$ cat src/hdl/ohht_pkg.sv
package ohht_pkg;

    localparam int unsigned ENTRIES_DEF = 16;
    localparam logic [15:0] NO_ID_DEF   = 16'd0;

    typedef enum logic [3:0] {
        OP_APPEND    = 4'd0,
        OP_HIT       = 4'd1,
        OP_BYID      = 4'd2,
        OP_BYMASK    = 4'd3,
        OP_ACTMASK   = 4'd4,
        OP_DEACTALL  = 4'd5,
        OP_DEACTMASK = 4'd6,
        OP_ACTONE    = 4'd7,
        OP_DEACTONE  = 4'd8,
        OP_RMONE     = 4'd9,
        OP_RMMASK    = 4'd10,
        OP_SETRECT   = 4'd11,
        OP_SETFLAGS  = 4'd12,
        OP_MOVETO    = 4'd13,
        OP_MOVEBY    = 4'd14,
        OP_CENTER    = 4'd15
    } t_op;

    typedef enum logic [1:0] {
        CL_APPEND,
        CL_SEARCH,
        CL_BULK,
        CL_REMOVE
    } t_cls;

    typedef enum logic [1:0] {
        ST_OK      = 2'd0,
        ST_NOMATCH = 2'd1,
        ST_FULL    = 2'd2
    } t_status;

    typedef enum logic [1:0] {
        S_IDLE,
        S_SCAN,
        S_APPLY,
        S_RESP
    } t_state;

    typedef struct packed {
        t_op         op;
        t_cls        cls;
        logic [15:0] id;
        logic [15:0] x;
        logic [15:0] y;
        logic [15:0] r;
        logic [15:0] b;
        logic [31:0] fv;
        logic [31:0] fm;
    } t_item;

    typedef struct packed {
        logic [15:0] id;
        logic [15:0] left;
        logic [15:0] top;
        logic [15:0] right;
        logic [15:0] bottom;
        logic [31:0] flags;
        logic        active;
    } t_entry;

    function automatic t_cls classify(t_op op);
        t_cls c;
        unique case (op)
            OP_APPEND:                            c = CL_APPEND;
            OP_ACTMASK, OP_DEACTALL, OP_DEACTMASK: c = CL_BULK;
            OP_RMONE, OP_RMMASK:                  c = CL_REMOVE;
            default:                              c = CL_SEARCH;
        endcase
        return c;
    endfunction

endpackage

$ cat src/hdl/ordered_hotspot_hit_table_unit.sv
// Flow: append goes from idle through apply to the response state; a full table or clear-all
//   goes straight to response; scanning commands read up to the n live entries, then may apply.
// The back end takes one command at a time, its scan reading one entry per cycle from the
//   entry memory; a two-deep queue takes new items early.
// Reset: synchronous, active low; empties the table and the queue. Results
//   appear for one cycle on o_valid and cannot be stalled.
module ordered_hotspot_hit_table_unit #(
    parameter int unsigned ENTRIES = ohht_pkg::ENTRIES_DEF,
    parameter logic [15:0] NO_ID   = ohht_pkg::NO_ID_DEF
) (
    input  logic        i_clk,
    input  logic        i_rst_n,
    input  logic        start,
    output logic        busy,
    input  logic [3:0]  i_cmd,
    input  logic [15:0] i_spot_id,
    input  logic [15:0] i_left_or_x,
    input  logic [15:0] i_top_or_y,
    input  logic [15:0] i_right_edge,
    input  logic [15:0] i_bottom_edge,
    input  logic [31:0] i_flag_value,
    input  logic [31:0] i_flag_mask,
    output logic        o_valid,
    output logic [1:0]  o_status,
    output logic [15:0] o_hit_id,
    output logic [15:0] o_hit_left,
    output logic [15:0] o_hit_top,
    output logic [15:0] o_hit_right,
    output logic [15:0] o_hit_bottom,
    output logic [31:0] o_hit_flags,
    output logic        o_hit_active,
    output logic [15:0] o_center_x,
    output logic [15:0] o_center_y,
    output logic [4:0]  o_live_count
);

    ohht_pkg::t_item in_item, q_item;
    logic            q_valid, q_pop;

    // Pack the command; the front stage tags it with its class.
    always_comb begin
        in_item     = '0;
        in_item.op  = ohht_pkg::t_op'(i_cmd);
        in_item.cls = ohht_pkg::CL_SEARCH;
        in_item.id  = i_spot_id;
        in_item.x   = i_left_or_x;
        in_item.y   = i_top_or_y;
        in_item.r   = i_right_edge;
        in_item.b   = i_bottom_edge;
        in_item.fv  = i_flag_value;
        in_item.fm  = i_flag_mask;
    end

    // Front: accept and queue commands.
    ohht_front u_front (
        .i_clk   (i_clk),
        .i_rst_n (i_rst_n),
        .i_push  (start),
        .i_item  (in_item),
        .i_pop   (q_pop),
        .o_full  (busy),
        .o_valid (q_valid),
        .o_item  (q_item)
    );

    // Back: scan, update and compact the entry table, then report.
    ohht_back #(
        .ENTRIES (ENTRIES),
        .NO_ID   (NO_ID)
    ) u_back (
        .i_clk        (i_clk),
        .i_rst_n      (i_rst_n),
        .i_valid      (q_valid),
        .i_item       (q_item),
        .o_pop        (q_pop),
        .o_valid      (o_valid),
        .o_status     (o_status),
        .o_hit_id     (o_hit_id),
        .o_hit_left   (o_hit_left),
        .o_hit_top    (o_hit_top),
        .o_hit_right  (o_hit_right),
        .o_hit_bottom (o_hit_bottom),
        .o_hit_flags  (o_hit_flags),
        .o_hit_active (o_hit_active),
        .o_center_x   (o_center_x),
        .o_center_y   (o_center_y),
        .o_live_count (o_live_count)
    );

endmodule

$ cat src/hdl/ohht_front.sv
module ohht_front (
    input  logic            i_clk,
    input  logic            i_rst_n,
    input  logic            i_push,
    input  ohht_pkg::t_item i_item,
    input  logic            i_pop,
    output logic            o_full,
    output logic            o_valid,
    output ohht_pkg::t_item o_item
);

    ohht_pkg::t_item r_q [2];
    ohht_pkg::t_item push_item;
    logic            r_wp, r_rp;
    logic [1:0]      r_qcnt;
    logic            push_ok, pop_ok;

    assign o_full  = (r_qcnt == 2'd2);
    assign o_valid = (r_qcnt != 2'd0);
    assign o_item  = r_q[r_rp];
    assign push_ok = i_push && !o_full;
    assign pop_ok  = i_pop && o_valid;

    // tag the item with its class on the way in
    always_comb begin
        push_item     = i_item;
        push_item.cls = ohht_pkg::classify(i_item.op);
    end

    always_ff @(posedge i_clk) begin
        if (push_ok) begin
            r_q[r_wp] <= push_item;
        end
    end

    always_ff @(posedge i_clk) begin
        if (!i_rst_n) begin
            r_wp   <= 1'b0;
            r_rp   <= 1'b0;
            r_qcnt <= 2'd0;
        end else begin
            if (push_ok) r_wp <= ~r_wp;
            if (pop_ok)  r_rp <= ~r_rp;
            r_qcnt <= r_qcnt + {1'b0, push_ok} - {1'b0, pop_ok};
        end
    end

endmodule

$ cat src/hdl/ohht_back.sv
module ohht_back #(
    parameter int unsigned ENTRIES = ohht_pkg::ENTRIES_DEF,
    parameter logic [15:0] NO_ID   = ohht_pkg::NO_ID_DEF
) (
    input  logic            i_clk,
    input  logic            i_rst_n,
    input  logic            i_valid,
    input  ohht_pkg::t_item i_item,
    output logic            o_pop,
    output logic            o_valid,
    output logic [1:0]      o_status,
    output logic [15:0]     o_hit_id,
    output logic [15:0]     o_hit_left,
    output logic [15:0]     o_hit_top,
    output logic [15:0]     o_hit_right,
    output logic [15:0]     o_hit_bottom,
    output logic [31:0]     o_hit_flags,
    output logic            o_hit_active,
    output logic [15:0]     o_center_x,
    output logic [15:0]     o_center_y,
    output logic [4:0]      o_live_count
);

    localparam int unsigned AW = (ENTRIES > 1) ? $clog2(ENTRIES) : 1;
    localparam int unsigned CW = $clog2(ENTRIES + 1);

    ohht_pkg::t_entry  r_mem [ENTRIES];
    ohht_pkg::t_entry  r_rd;
    ohht_pkg::t_state  r_state, n_state;
    ohht_pkg::t_item   r_cmd, n_cmd;
    ohht_pkg::t_entry  r_ent, n_ent, upd, bulk_ent;
    ohht_pkg::t_status r_status, n_status;
    logic [CW-1:0]     r_cnt, n_cnt, r_ridx, n_ridx, r_widx, n_widx;
    logic [AW-1:0]     r_eidx, n_eidx, r_midx, n_midx;
    logic              r_rvalid, n_rvalid, r_found, n_found;
    logic              mem_we;
    logic [AW-1:0]     mem_wa;
    ohht_pkg::t_entry  mem_wd;
    logic              full, scan_done, hit_m, id_m, all_m, any_m, sel_m, search_hit, drop;
    logic              read_only;

    assign full      = (r_cnt >= CW'(ENTRIES));
    assign scan_done = !r_rvalid && (r_ridx >= r_cnt);
    assign id_m      = (r_rd.id == r_cmd.id);
    assign all_m     = ((r_rd.flags & r_cmd.fm) == r_cmd.fm);
    assign any_m     = ((r_rd.flags & r_cmd.fm) != 32'd0);
    assign hit_m     = r_rd.active
                       && ($signed(r_rd.left) <= $signed(r_cmd.x))
                       && ($signed(r_cmd.x) < $signed(r_rd.right))
                       && ($signed(r_rd.top) <= $signed(r_cmd.y))
                       && ($signed(r_cmd.y) < $signed(r_rd.bottom));
    assign sel_m     = (r_cmd.op == ohht_pkg::OP_HIT)    ? hit_m :
                       (r_cmd.op == ohht_pkg::OP_BYMASK) ? all_m : id_m;
    assign search_hit = r_rvalid && (r_cmd.cls == ohht_pkg::CL_SEARCH) && sel_m;
    assign drop      = (r_cmd.op == ohht_pkg::OP_RMONE) ? (id_m && !r_found) : any_m;
    assign read_only = (r_cmd.op == ohht_pkg::OP_HIT) || (r_cmd.op == ohht_pkg::OP_BYID)
                       || (r_cmd.op == ohht_pkg::OP_BYMASK) || (r_cmd.op == ohht_pkg::OP_CENTER);
    assign o_pop     = (r_state == ohht_pkg::S_IDLE) && i_valid;

    // next state
    always_comb begin
        n_state = r_state;
        unique case (r_state)
            ohht_pkg::S_IDLE: begin
                if (i_valid) begin
                    if (i_item.cls == ohht_pkg::CL_APPEND)
                        n_state = full ? ohht_pkg::S_RESP : ohht_pkg::S_APPLY;
                    else if (i_item.op == ohht_pkg::OP_RMMASK && i_item.fm == 32'd0)
                        n_state = ohht_pkg::S_RESP;
                    else
                        n_state = ohht_pkg::S_SCAN;
                end
            end
            ohht_pkg::S_SCAN: begin
                if (search_hit)
                    n_state = read_only ? ohht_pkg::S_RESP : ohht_pkg::S_APPLY;
                else if (scan_done)
                    n_state = ohht_pkg::S_RESP;
            end
            ohht_pkg::S_APPLY: n_state = ohht_pkg::S_RESP;
            ohht_pkg::S_RESP:  n_state = ohht_pkg::S_IDLE;
            default:           n_state = ohht_pkg::S_IDLE;
        endcase
    end

    // entry update for id-addressed writes
    always_comb begin
        upd = r_ent;
        unique case (r_cmd.op)
            ohht_pkg::OP_ACTONE:   upd.active = 1'b1;
            ohht_pkg::OP_DEACTONE: upd.active = 1'b0;
            ohht_pkg::OP_SETRECT: begin
                upd.left   = r_cmd.x;
                upd.top    = r_cmd.y;
                upd.right  = r_cmd.r;
                upd.bottom = r_cmd.b;
            end
            ohht_pkg::OP_SETFLAGS: upd.flags = (r_ent.flags & ~r_cmd.fm) | r_cmd.fv;
            ohht_pkg::OP_MOVETO: begin
                upd.left   = r_cmd.x;
                upd.top    = r_cmd.y;
                upd.right  = r_cmd.x + (r_ent.right - r_ent.left);
                upd.bottom = r_cmd.y + (r_ent.bottom - r_ent.top);
            end
            ohht_pkg::OP_MOVEBY: begin
                upd.left   = r_ent.left + r_cmd.x;
                upd.top    = r_ent.top + r_cmd.y;
                upd.right  = r_ent.right + r_cmd.x;
                upd.bottom = r_ent.bottom + r_cmd.y;
            end
            default: upd = r_ent;
        endcase
    end

    always_comb begin
        bulk_ent = r_rd;
        unique case (r_cmd.op)
            ohht_pkg::OP_ACTMASK:   if (r_cmd.fm == 32'd0 || any_m) bulk_ent.active = 1'b1;
            ohht_pkg::OP_DEACTALL:  bulk_ent.active = 1'b0;
            ohht_pkg::OP_DEACTMASK: if (any_m) bulk_ent.active = 1'b0;
            default:                bulk_ent = r_rd;
        endcase
    end

    // datapath
    always_comb begin
        n_cmd    = r_cmd;
        n_ent    = r_ent;
        n_status = r_status;
        n_cnt    = r_cnt;
        n_ridx   = r_ridx;
        n_widx   = r_widx;
        n_eidx   = r_eidx;
        n_midx   = r_midx;
        n_rvalid = r_rvalid;
        n_found  = r_found;
        mem_we   = 1'b0;
        mem_wa   = r_eidx;
        mem_wd   = bulk_ent;
        unique case (r_state)
            ohht_pkg::S_IDLE: begin
                if (i_valid) begin
                    n_cmd    = i_item;
                    n_ridx   = '0;
                    n_widx   = '0;
                    n_rvalid = 1'b0;
                    n_found  = 1'b0;
                    n_status = ohht_pkg::ST_OK;
                    if (i_item.cls == ohht_pkg::CL_APPEND) begin
                        if (full) begin
                            n_status = ohht_pkg::ST_FULL;
                        end else begin
                            n_found = 1'b1;
                            n_midx  = AW'(r_cnt);
                            n_ent   = '{id: i_item.id, left: i_item.x, top: i_item.y,
                                        right: i_item.r, bottom: i_item.b,
                                        flags: i_item.fv, active: 1'b0};
                        end
                    end else if (i_item.op == ohht_pkg::OP_RMMASK && i_item.fm == 32'd0) begin
                        n_cnt = '0;
                    end
                end
            end
            ohht_pkg::S_SCAN: begin
                // issue the next read while judging the previous one
                if (r_ridx < r_cnt) begin
                    n_rvalid = 1'b1;
                    n_eidx   = AW'(r_ridx);
                    n_ridx   = r_ridx + 1'b1;
                end else begin
                    n_rvalid = 1'b0;
                end
                if (r_rvalid) begin
                    unique case (r_cmd.cls)
                        ohht_pkg::CL_SEARCH: begin
                            if (sel_m) begin
                                n_found = 1'b1;
                                n_ent   = r_rd;
                                n_midx  = r_eidx;
                            end
                        end
                        ohht_pkg::CL_BULK: begin
                            mem_we = 1'b1;
                        end
                        ohht_pkg::CL_REMOVE: begin
                            if (drop) begin
                                if (r_cmd.op == ohht_pkg::OP_RMONE) begin
                                    n_found = 1'b1;
                                    n_ent   = r_rd;
                                end
                            end else begin
                                mem_we = 1'b1;
                                mem_wa = AW'(r_widx);
                                mem_wd = r_rd;
                                n_widx = r_widx + 1'b1;
                            end
                        end
                        default: ;
                    endcase
                end else if (scan_done) begin
                    if (r_cmd.cls == ohht_pkg::CL_SEARCH)
                        n_status = ohht_pkg::ST_NOMATCH;
                    if (r_cmd.cls == ohht_pkg::CL_REMOVE) begin
                        n_cnt = r_widx;
                        if (r_cmd.op == ohht_pkg::OP_RMONE && !r_found)
                            n_status = ohht_pkg::ST_NOMATCH;
                    end
                end
            end
            ohht_pkg::S_APPLY: begin
                mem_we = 1'b1;
                mem_wa = r_midx;
                mem_wd = upd;
                n_ent  = upd;
                if (r_cmd.cls == ohht_pkg::CL_APPEND) n_cnt = r_cnt + 1'b1;
            end
            default: ;
        endcase
    end

    always_ff @(posedge i_clk) begin
        if (mem_we) r_mem[mem_wa] <= mem_wd;
        r_rd <= r_mem[AW'(r_ridx)];
    end

    always_ff @(posedge i_clk) begin
        if (!i_rst_n) begin
            r_state  <= ohht_pkg::S_IDLE;
            r_cnt    <= '0;
            r_rvalid <= 1'b0;
            r_found  <= 1'b0;
        end else begin
            r_state  <= n_state;
            r_cnt    <= n_cnt;
            r_rvalid <= n_rvalid;
            r_found  <= n_found;
        end
    end

    always_ff @(posedge i_clk) begin
        r_cmd    <= n_cmd;
        r_ent    <= n_ent;
        r_status <= n_status;
        r_ridx   <= n_ridx;
        r_widx   <= n_widx;
        r_eidx   <= n_eidx;
        r_midx   <= n_midx;
    end

    // result register
    logic signed [16:0] sum_x, sum_y, half_x, half_y;
    logic               r_valid;
    logic [1:0]         r_o_status;
    ohht_pkg::t_entry   r_o_ent;
    logic [15:0]        r_o_cx, r_o_cy;
    logic [4:0]         r_o_live;

    assign sum_x  = $signed({r_ent.left[15], r_ent.left}) + $signed({r_ent.right[15], r_ent.right});
    assign sum_y  = $signed({r_ent.top[15], r_ent.top}) + $signed({r_ent.bottom[15], r_ent.bottom});
    assign half_x = (sum_x + {16'd0, sum_x[16]}) >>> 1;
    assign half_y = (sum_y + {16'd0, sum_y[16]}) >>> 1;

    always_ff @(posedge i_clk) begin
        if (!i_rst_n) begin
            r_valid <= 1'b0;
        end else begin
            r_valid <= (r_state == ohht_pkg::S_RESP);
        end
    end

    always_ff @(posedge i_clk) begin
        if (r_state == ohht_pkg::S_RESP) begin
            r_o_status <= r_status;
            r_o_live   <= 5'(r_cnt);
            if (r_found) begin
                r_o_ent <= r_ent;
                r_o_cx  <= half_x[15:0];
                r_o_cy  <= half_y[15:0];
            end else begin
                r_o_ent <= '{id: NO_ID, default: '0};
                r_o_cx  <= 16'd0;
                r_o_cy  <= 16'd0;
            end
        end
    end

    assign o_valid      = r_valid;
    assign o_status     = r_o_status;
    assign o_hit_id     = r_o_ent.id;
    assign o_hit_left   = r_o_ent.left;
    assign o_hit_top    = r_o_ent.top;
    assign o_hit_right  = r_o_ent.right;
    assign o_hit_bottom = r_o_ent.bottom;
    assign o_hit_flags  = r_o_ent.flags;
    assign o_hit_active = r_o_ent.active;
    assign o_center_x   = r_o_cx;
    assign o_center_y   = r_o_cy;
    assign o_live_count = r_o_live;

endmodule
$ cat config.mk
export PLATFORM = sky130hd
export DESIGN_NAME = ordered_hotspot_hit_table_unit
export DESIGN_NICKNAME = d
export VERILOG_FILES = /design/src/hdl/ohht_pkg.sv /design/src/hdl/ordered_hotspot_hit_table_unit.sv /design/src/hdl/ohht_front.sv /design/src/hdl/ohht_back.sv
export SDC_FILE = /design/constraint.sdc
export NUM_CORES = 2
export LEC_CHECK = 0
export ABC_AREA = 1
export BUFFER_PORTS_ARGS = -buffer_cell sky130_fd_sc_hd__buf_2
export CAP_MARGIN = 20
export CORE_MARGIN = 2
export CORE_UTILIZATION = 56
export CTS_BUF_LIST = sky130_fd_sc_hd__clkbuf_16
export DETAILED_ROUTE_END_ITERATION = 10
export PLACE_DENSITY = 0.78
export RECOVER_POWER = 50
export REMOVE_ABC_BUFFERS = 1
export SYNTH_ARGS = -nofsm -noshare
export SYNTH_HDL_FRONTEND = slang
export SYNTH_HIERARCHICAL = 1
export SYNTH_SLANG_ARGS = --single-unit
$ cat constraint.sdc
create_clock -name i_clk -period 10.1 [get_ports i_clk]
set_input_delay 2.02 -clock i_clk [delete_from_list [all_inputs] [get_ports i_clk]]
set_output_delay 2.02 -clock i_clk [all_outputs]
set_load 0.1 [all_outputs]
---- Yosys cells after proc, flatten, opt, wreduce, memory -nomap -nowiden ----
Memory sizes are Yosys's and may differ from the RTL's. A register that Yosys moved wholly into a read port is not among the register bits.
Cells that the tools add are included.
word-level totals
  logic and storage cells ................. 253
  input port bits ......................... 151
  memories kept ........................... 2
  bits in registers ....................... 449
  memory bits (writable) .................. 2108
  output and inout port bits .............. 154
memory list
  name          words  bits a word  read ports  clocked after memory_dff  write ports  RTL line          text
  u_back.r_mem  16     113          1           1                         1            ohht_back.sv:27   ohht_pkg::t_entry r_mem [ENTRIES];
  u_front.r_q   2      150          1           1                         1            ohht_front.sv:12  ohht_pkg::t_item r_q [2];
operators by class
  add/subtract/negate cells ............... 17
  equality and inequality tests ........... 48
  bitwise logic cells ..................... 7
  order comparisons ....................... 7
  multiplexer cells ....................... 88
  reductions and logical operators ........ 44
operators with widths
  operator                                             count
  2-to-1 mux 113 bit                                   7
  one-hot mux 113 bit (2 select lines)                 2
  one-hot mux 113 bit (3 select lines)                 1
  one-hot mux 64 bit (3 select lines)                  1
  adder 16 bit                                         6
  bitwise AND 32 bit                                   2
  logical NOT 32 bit                                   2
  2-to-1 mux 5 bit                                     12
  equality test 4 bit, second input constant           10
  2-to-1 mux 4 bit                                     9
  adder 16 x 16 -> 17 bit                              2
  adder 17 x 1 -> 17 bit                               2
  equality test 32 bit                                 1
  less-or-equal comparator 16 bit                      2
  < comparator 16 bit                                  2
  2-to-1 mux 32 bit                                    1
  NOT 32 bit                                           1
  bitwise OR 32 bit                                    1
  nonzero test 32 bit                                  1
  subtractor 16 bit                                    2
  equality test 4 x 3 -> 1 bit, second input constant  7
  2-to-1 mux 1 bit                                     27
  2-to-1 mux 2 bit                                     13
  one-hot mux 5 bit (2 select lines)                   2
  other kinds (40)                                     95

---- Longest topological paths before layout ----
  depth after elaboration ................. 10
  mapped depth ............................ 24
  mapped depth without buffers ............ 24

---- Cells and area by module ----
The synthesis kept the hierarchy.
modules (own cells, without submodules)
  module                          area each (um2)  cells each  seq. area each (um2)  instances
  ohht_back                       101995.3         8393        69817.0               1
  ohht_front                      11513.5          510         9108.7                1
  ordered_hotspot_hit_table_unit  7.5              2           0.0                   1

---- Worst setup path after synthesis ----
No wires, ideal clock.
  path kind ............................... register to register
  start point ............................. reg u_back.r_state[0]
  end point ............................... reg u_back/r_ent[0] in the netlist's numbering (enable)
  arrival ................................. 10.203 ns
  slack ................................... -0.774 ns
  data required time ...................... 9.428 ns
  buffers on the path ..................... 0
  stages on the path, launching flop included .. 5
  library setup time ...................... 0.672 ns
  period minus slack after synthesis ...... 10.874 ns
  path through ............................ dfxtp_1 -> ha_1 -> or2_2 -> or4_1 -> nor3_1
between the ends
  cells in the longest elaborated chain, start to end .. 3
  elaborated cells between the ends (all ways) .. 13
  classes of those cells .................. eq/ne (10); reduce/logical (3)
ends and longest elaborated chain
  element                                                           RTL line          text
  start, declared                                                   ohht_back.sv:29   ohht_pkg::t_state r_state, n_state;
  start signal, assigned                                            ohht_back.sv:228  r_state <= ohht_pkg::S_IDLE;
  start signal, assigned                                            ohht_back.sv:233  r_state <= n_state;
  equality test 2 x 1 -> 1 bit (tied with other cells)              ohht_back.sv:140  unique case (r_state)
  inequality test 3 x 2 -> 1 bit (no line) (tied with other cells)  n/a
  AND reduction 9 bit (no line) *                                   n/a
  end signal, assigned                                              ohht_back.sv:242  r_ent <= n_ent;
  end, declared                                                     ohht_back.sv:31   ohht_pkg::t_entry r_ent, n_ent, upd, bulk_ent;
Every way passes the cells marked *; elsewhere a longest branch is shown, timed or not.
A chain may end at the register's enable or synchronous reset.

---- Final worst setup path ----
  start point ............................. reg u_back.r_found
  end point ............................... mem u_back/r_mem[14][50] in the netlist's numbering (enable)
between the ends
  cells in the longest elaborated chain, start to end .. 9
  elaborated cells between the ends (all ways) .. 13
  classes of those cells .................. mux (11); reduce/logical (2)
ends and longest elaborated chain
  element                                 RTL line          text
  start, declared                         ohht_back.sv:35   logic r_rvalid, n_rvalid, r_found, n_found;
  start signal, assigned                  ohht_back.sv:236  r_found <= n_found;
  logical NOT 1 bit *                     ohht_back.sv:55   assign drop = (r_cmd.op == ohht_pkg::OP_RMONE) ? (id_m && !r_found) : any_m;
  logical AND 1 bit *                     ohht_back.sv:55
  2-to-1 mux 1 bit *                      ohht_back.sv:55
  2-to-1 mux 1 bit                        ohht_back.sv:186  if (drop) begin
  one-hot mux 1 bit (2 select lines)      ohht_back.sv:174  unique case (r_cmd.cls)
  2-to-1 mux 1 bit                        ohht_back.sv:173  if (r_rvalid) begin
  one-hot mux 1 bit (2 select lines)      ohht_back.sv:140
  2-to-1 mux 1 bit                        ohht_back.sv:222  if (mem_we) r_mem[mem_wa] <= mem_wd;
  2-to-1 mux 1 bit (implied by the code)  ohht_back.sv:222
  end, declared                           ohht_back.sv:27
Marked as above.

==> metrics.md <==
| Metric | Value |
|---|---|
| CP arrival | 8.03 ns |
| Wire per inst | 25.51 um |
| Fillers | 14.70k |
| Core Util, Final | approximately 63% |
| Slew headroom | -309.2% |
| R2R Path Start | u_back/r_found |
| Post-CTS Hold Fix Bufs | 0 |
| Root Driver | clkbuf_16 |
| Maximum vdd ir drop | about 0.33 mV |
| Lkg Pwr | 45.23 nW |
| Pwr/cell area | 353.0 nW/um^2 |
| Logic gate share of total power | 39.6% |
| Crit. End Element | flip-flop |
| Worst hold stages | 2 |
| Critical path peak fanout | 51 |
| Critical Path Start | u_back/r_found |
| Setup_tns | 0 ns |
| Outcome | complete, but fails checks |
| Post-CTS Setup Bufs | 0 |
| Placed cell areas | 118200 sq um |
| Core box area | 201900 sq um |
| Drt via density | 6.248 |
| Clock sink total | 2671 |
| Area Growth Syn to Fin | 11.20% |
| CTS Buf Count | roughly 290 |
| ANT nets after route | 0 |
| Worst-Skew Late Latency | approximately 0.95 ns |
| Most frequent cells in the layout | edfxtp_1, nor2_1, nand2_1 |
| Total GRT Usage | between 20% and 30% |
| Clock network power share | 22.7% |
| Commonest non-fill, non-tap cell in the layout | edfxtp_1 |
| Critical path's slowest cell | dfxtp_1 |
| Remaining routing DRC violations | 0 |
| CTS tree | done |
| Hold endpoint | u_front/r_rp |
| Die X | 454.2 um |
| Failing checks | capacitance limit, slew limit |
| Via count | 75.65k |
| HP Class | flip-flop to flip-flop |
| Total power draw | around 45 mW |
| Final hold viol count | 0 |
| Top Ports | just over 300 |
| Worst Max-Slew Pin Slew | 6.137 ns |
| Startpoint Class | flip-flop |
| Dpl cells | approximately 12k |
| R2R Path End | u_back/r_mem[14][50] |
| Worst-case reg-to-reg path depth | 10 |
| Largest net degree at the start of global routing | 233 |
| Most frequent cell on the critical path | nor2_1 |
| Internal | around 27 mW |
| Vias in the first global route | approximately 74k |
| Site Rows | 165 |
| Pre-CTS WS | 4.891 ns |
| Initial antenna violation count | 6 |
| Flop-to-flop setup slack | 2.58 ns |
| Flop pwr share | 37.7% |
| Setup Viol. Count Final | 0 |
| Cell area after synthesis | between 100000 and 150000 sq um |
| CTS H-tree depth | 5 |
| Net count, final | slightly below 10k |
| CP Cell Sequence | nor2_1, nand3_1, nand3_1, nor2_1, o21bai_1, a21oi_1, nand2_1, nor2_1, clkbuf_1, buf_4 |
| Overflow after GRT | 0 |
| Initial Util | between 50% and 60% |
| CP required | 10.62 ns |
| Syn Area/Cell | approximately 13 sq um |
| Fin worst setup slack | 2.584 ns |
| DP HPWL | 179400 um |
| YS warnings | 6 |
| Setup Crit Path Kind | flip-flop to flip-flop |
| IO buf count | 304 |
| Die H | between 400 and 500 um |
| CTS max path bufs | 4 |
| Largest stage delay on the critical path | 2.19 ns |
| Non-Filler Instances | 12.11k |
| GP Congestion | 0.9645 |
| Fmax | approximately 130 MHz |
| Fin Hold WS | 0.4959 ns |
| Clk_skew | roughly 0.063 ns |
| Routed WL | between 300000 and 400000 um |
| Max Cap Violations | 30 |
| Layout cells sized above 1 | around 6.8% |
| First-pass GRT wire length | between 400000 and 500000 um |
| Switching pwr | 18.00 mW |
| Clock slew at reported path FFs | 0.06 ns |
| RSZ-0062 raised after global routing | no |
| Post-Synthesis Cells | 8903 |
| Post_cts resized | 0 |
| Worst Hold Launch | u_front/r_rp |
| Net Sw Frac | 40.40% |
| First-iteration detailed-routing DRC count | around 10k |
| Max-slew violations | 1553 |
| Post-layout min period | ~7.5 ns |
| DR pass1 iterations | 6 |
| Crit share post-route | 74.41% |
| Design area | 126200 sq um |
| Die area | 206300 sq um |
[sequential cells by signal (all words and copies together) (netlist names), 4 cells and up, named ones only]
signal	count
u_back/r_mem	1808
u_back/r_widx	5
u_back/o_center_x	16
u_back/r_ridx	5
u_back/o_hit_left	16
u_back/r_cmd	150
u_back/o_hit_top	16
u_back/o_live_count	5
u_back/r_cnt	5
u_front/r_q	300
u_back/o_hit_right	16
u_back/o_hit_bottom	16
u_back/o_hit_id	16
u_back/o_center_y	16
u_back/r_ent	113
u_back/o_hit_flags	32
u_back/bulk_ent	112
u_back/r_eidx	4
u_back/r_midx	4
[final cells by class]
| cell class | count | area (sq um) | area share (%) |
|---|---|---|---|
| flip-flops and latches | 2671 | 78930 | 62.53 |
| multi-input cells | 5121 | 30020 | 23.78 |
| clock buffers | 294 | 7357 | 5.829 |
| well taps | 2672 | 3343 | 2.649 |
| repair buffers | 493 | 2467 | 1.955 |
| inverters | 651 | 2464 | 1.952 |
| clock inverters | 203 | 1639 | 1.299 |
| diodes | 2 | 5.005 | 0.003965 |
[critical path: cells and delay by family, from the launching register on]
family | cells | cell delay, ns
AO/OA/AOI/OAI | 2 | 0.36
buffers and inverters | 2 | 2.80
flip-flops | 1 | 2.19
AND/OR/NAND/NOR | 6 | 1.65
[how the worst max path moves through the flow]
| stage | to | slack, ns | cells after the start |
|---|---|---|---|
| final | u_back/r_mem[14][50] | 2.58 | 10 |
| after global routing | u_back/r_mem[14][50] | 2.34 | 10 |
| after CTS | u_back/r_mem[6][52] | 4.84 | 17 |
| after detailed placement | u_back/r_mem[6][52] | 4.89 | 17 |
| after global placement | u_back/r_mem[6][85] | 4.91 | 17 |
| after floorplan | u_back/r_cnt[1] | -35.24 | 11 |
[layer usage]
layer | part of all wire (%) | vias to the layer above | GRT usage [%] | wire length, um
li1 | - | 33160 | - | -
met1 | 37 | 37030 | 37.79 | 113800
met2 | 48 | 4541 | 48.24 | 147300
met3 | 9.5 | 918 | 4.512 | 29410
met4 | 5.9 | 6 | 15.52 | 18300
met5 | 0.017 | - | 0 | 53
[power groups by stage]
| stage | Clock (mW) | Combinational, mW | Sequential [mW] |
|---|---|---|---|
| finish | 10.1 | 17.7 | 16.8 |
| global route | 10.6 | 19.2 | 16.9 |
| CTS | 10.2 | 17.5 | 16.6 |
| detailed placement | 0 | 17.4 | 16.9 |
| global placement | 0 | 16.7 | 16.8 |
| floorplan | 0 | 10.8 | 17.8 |
Power figures use the tool's default switching activity.
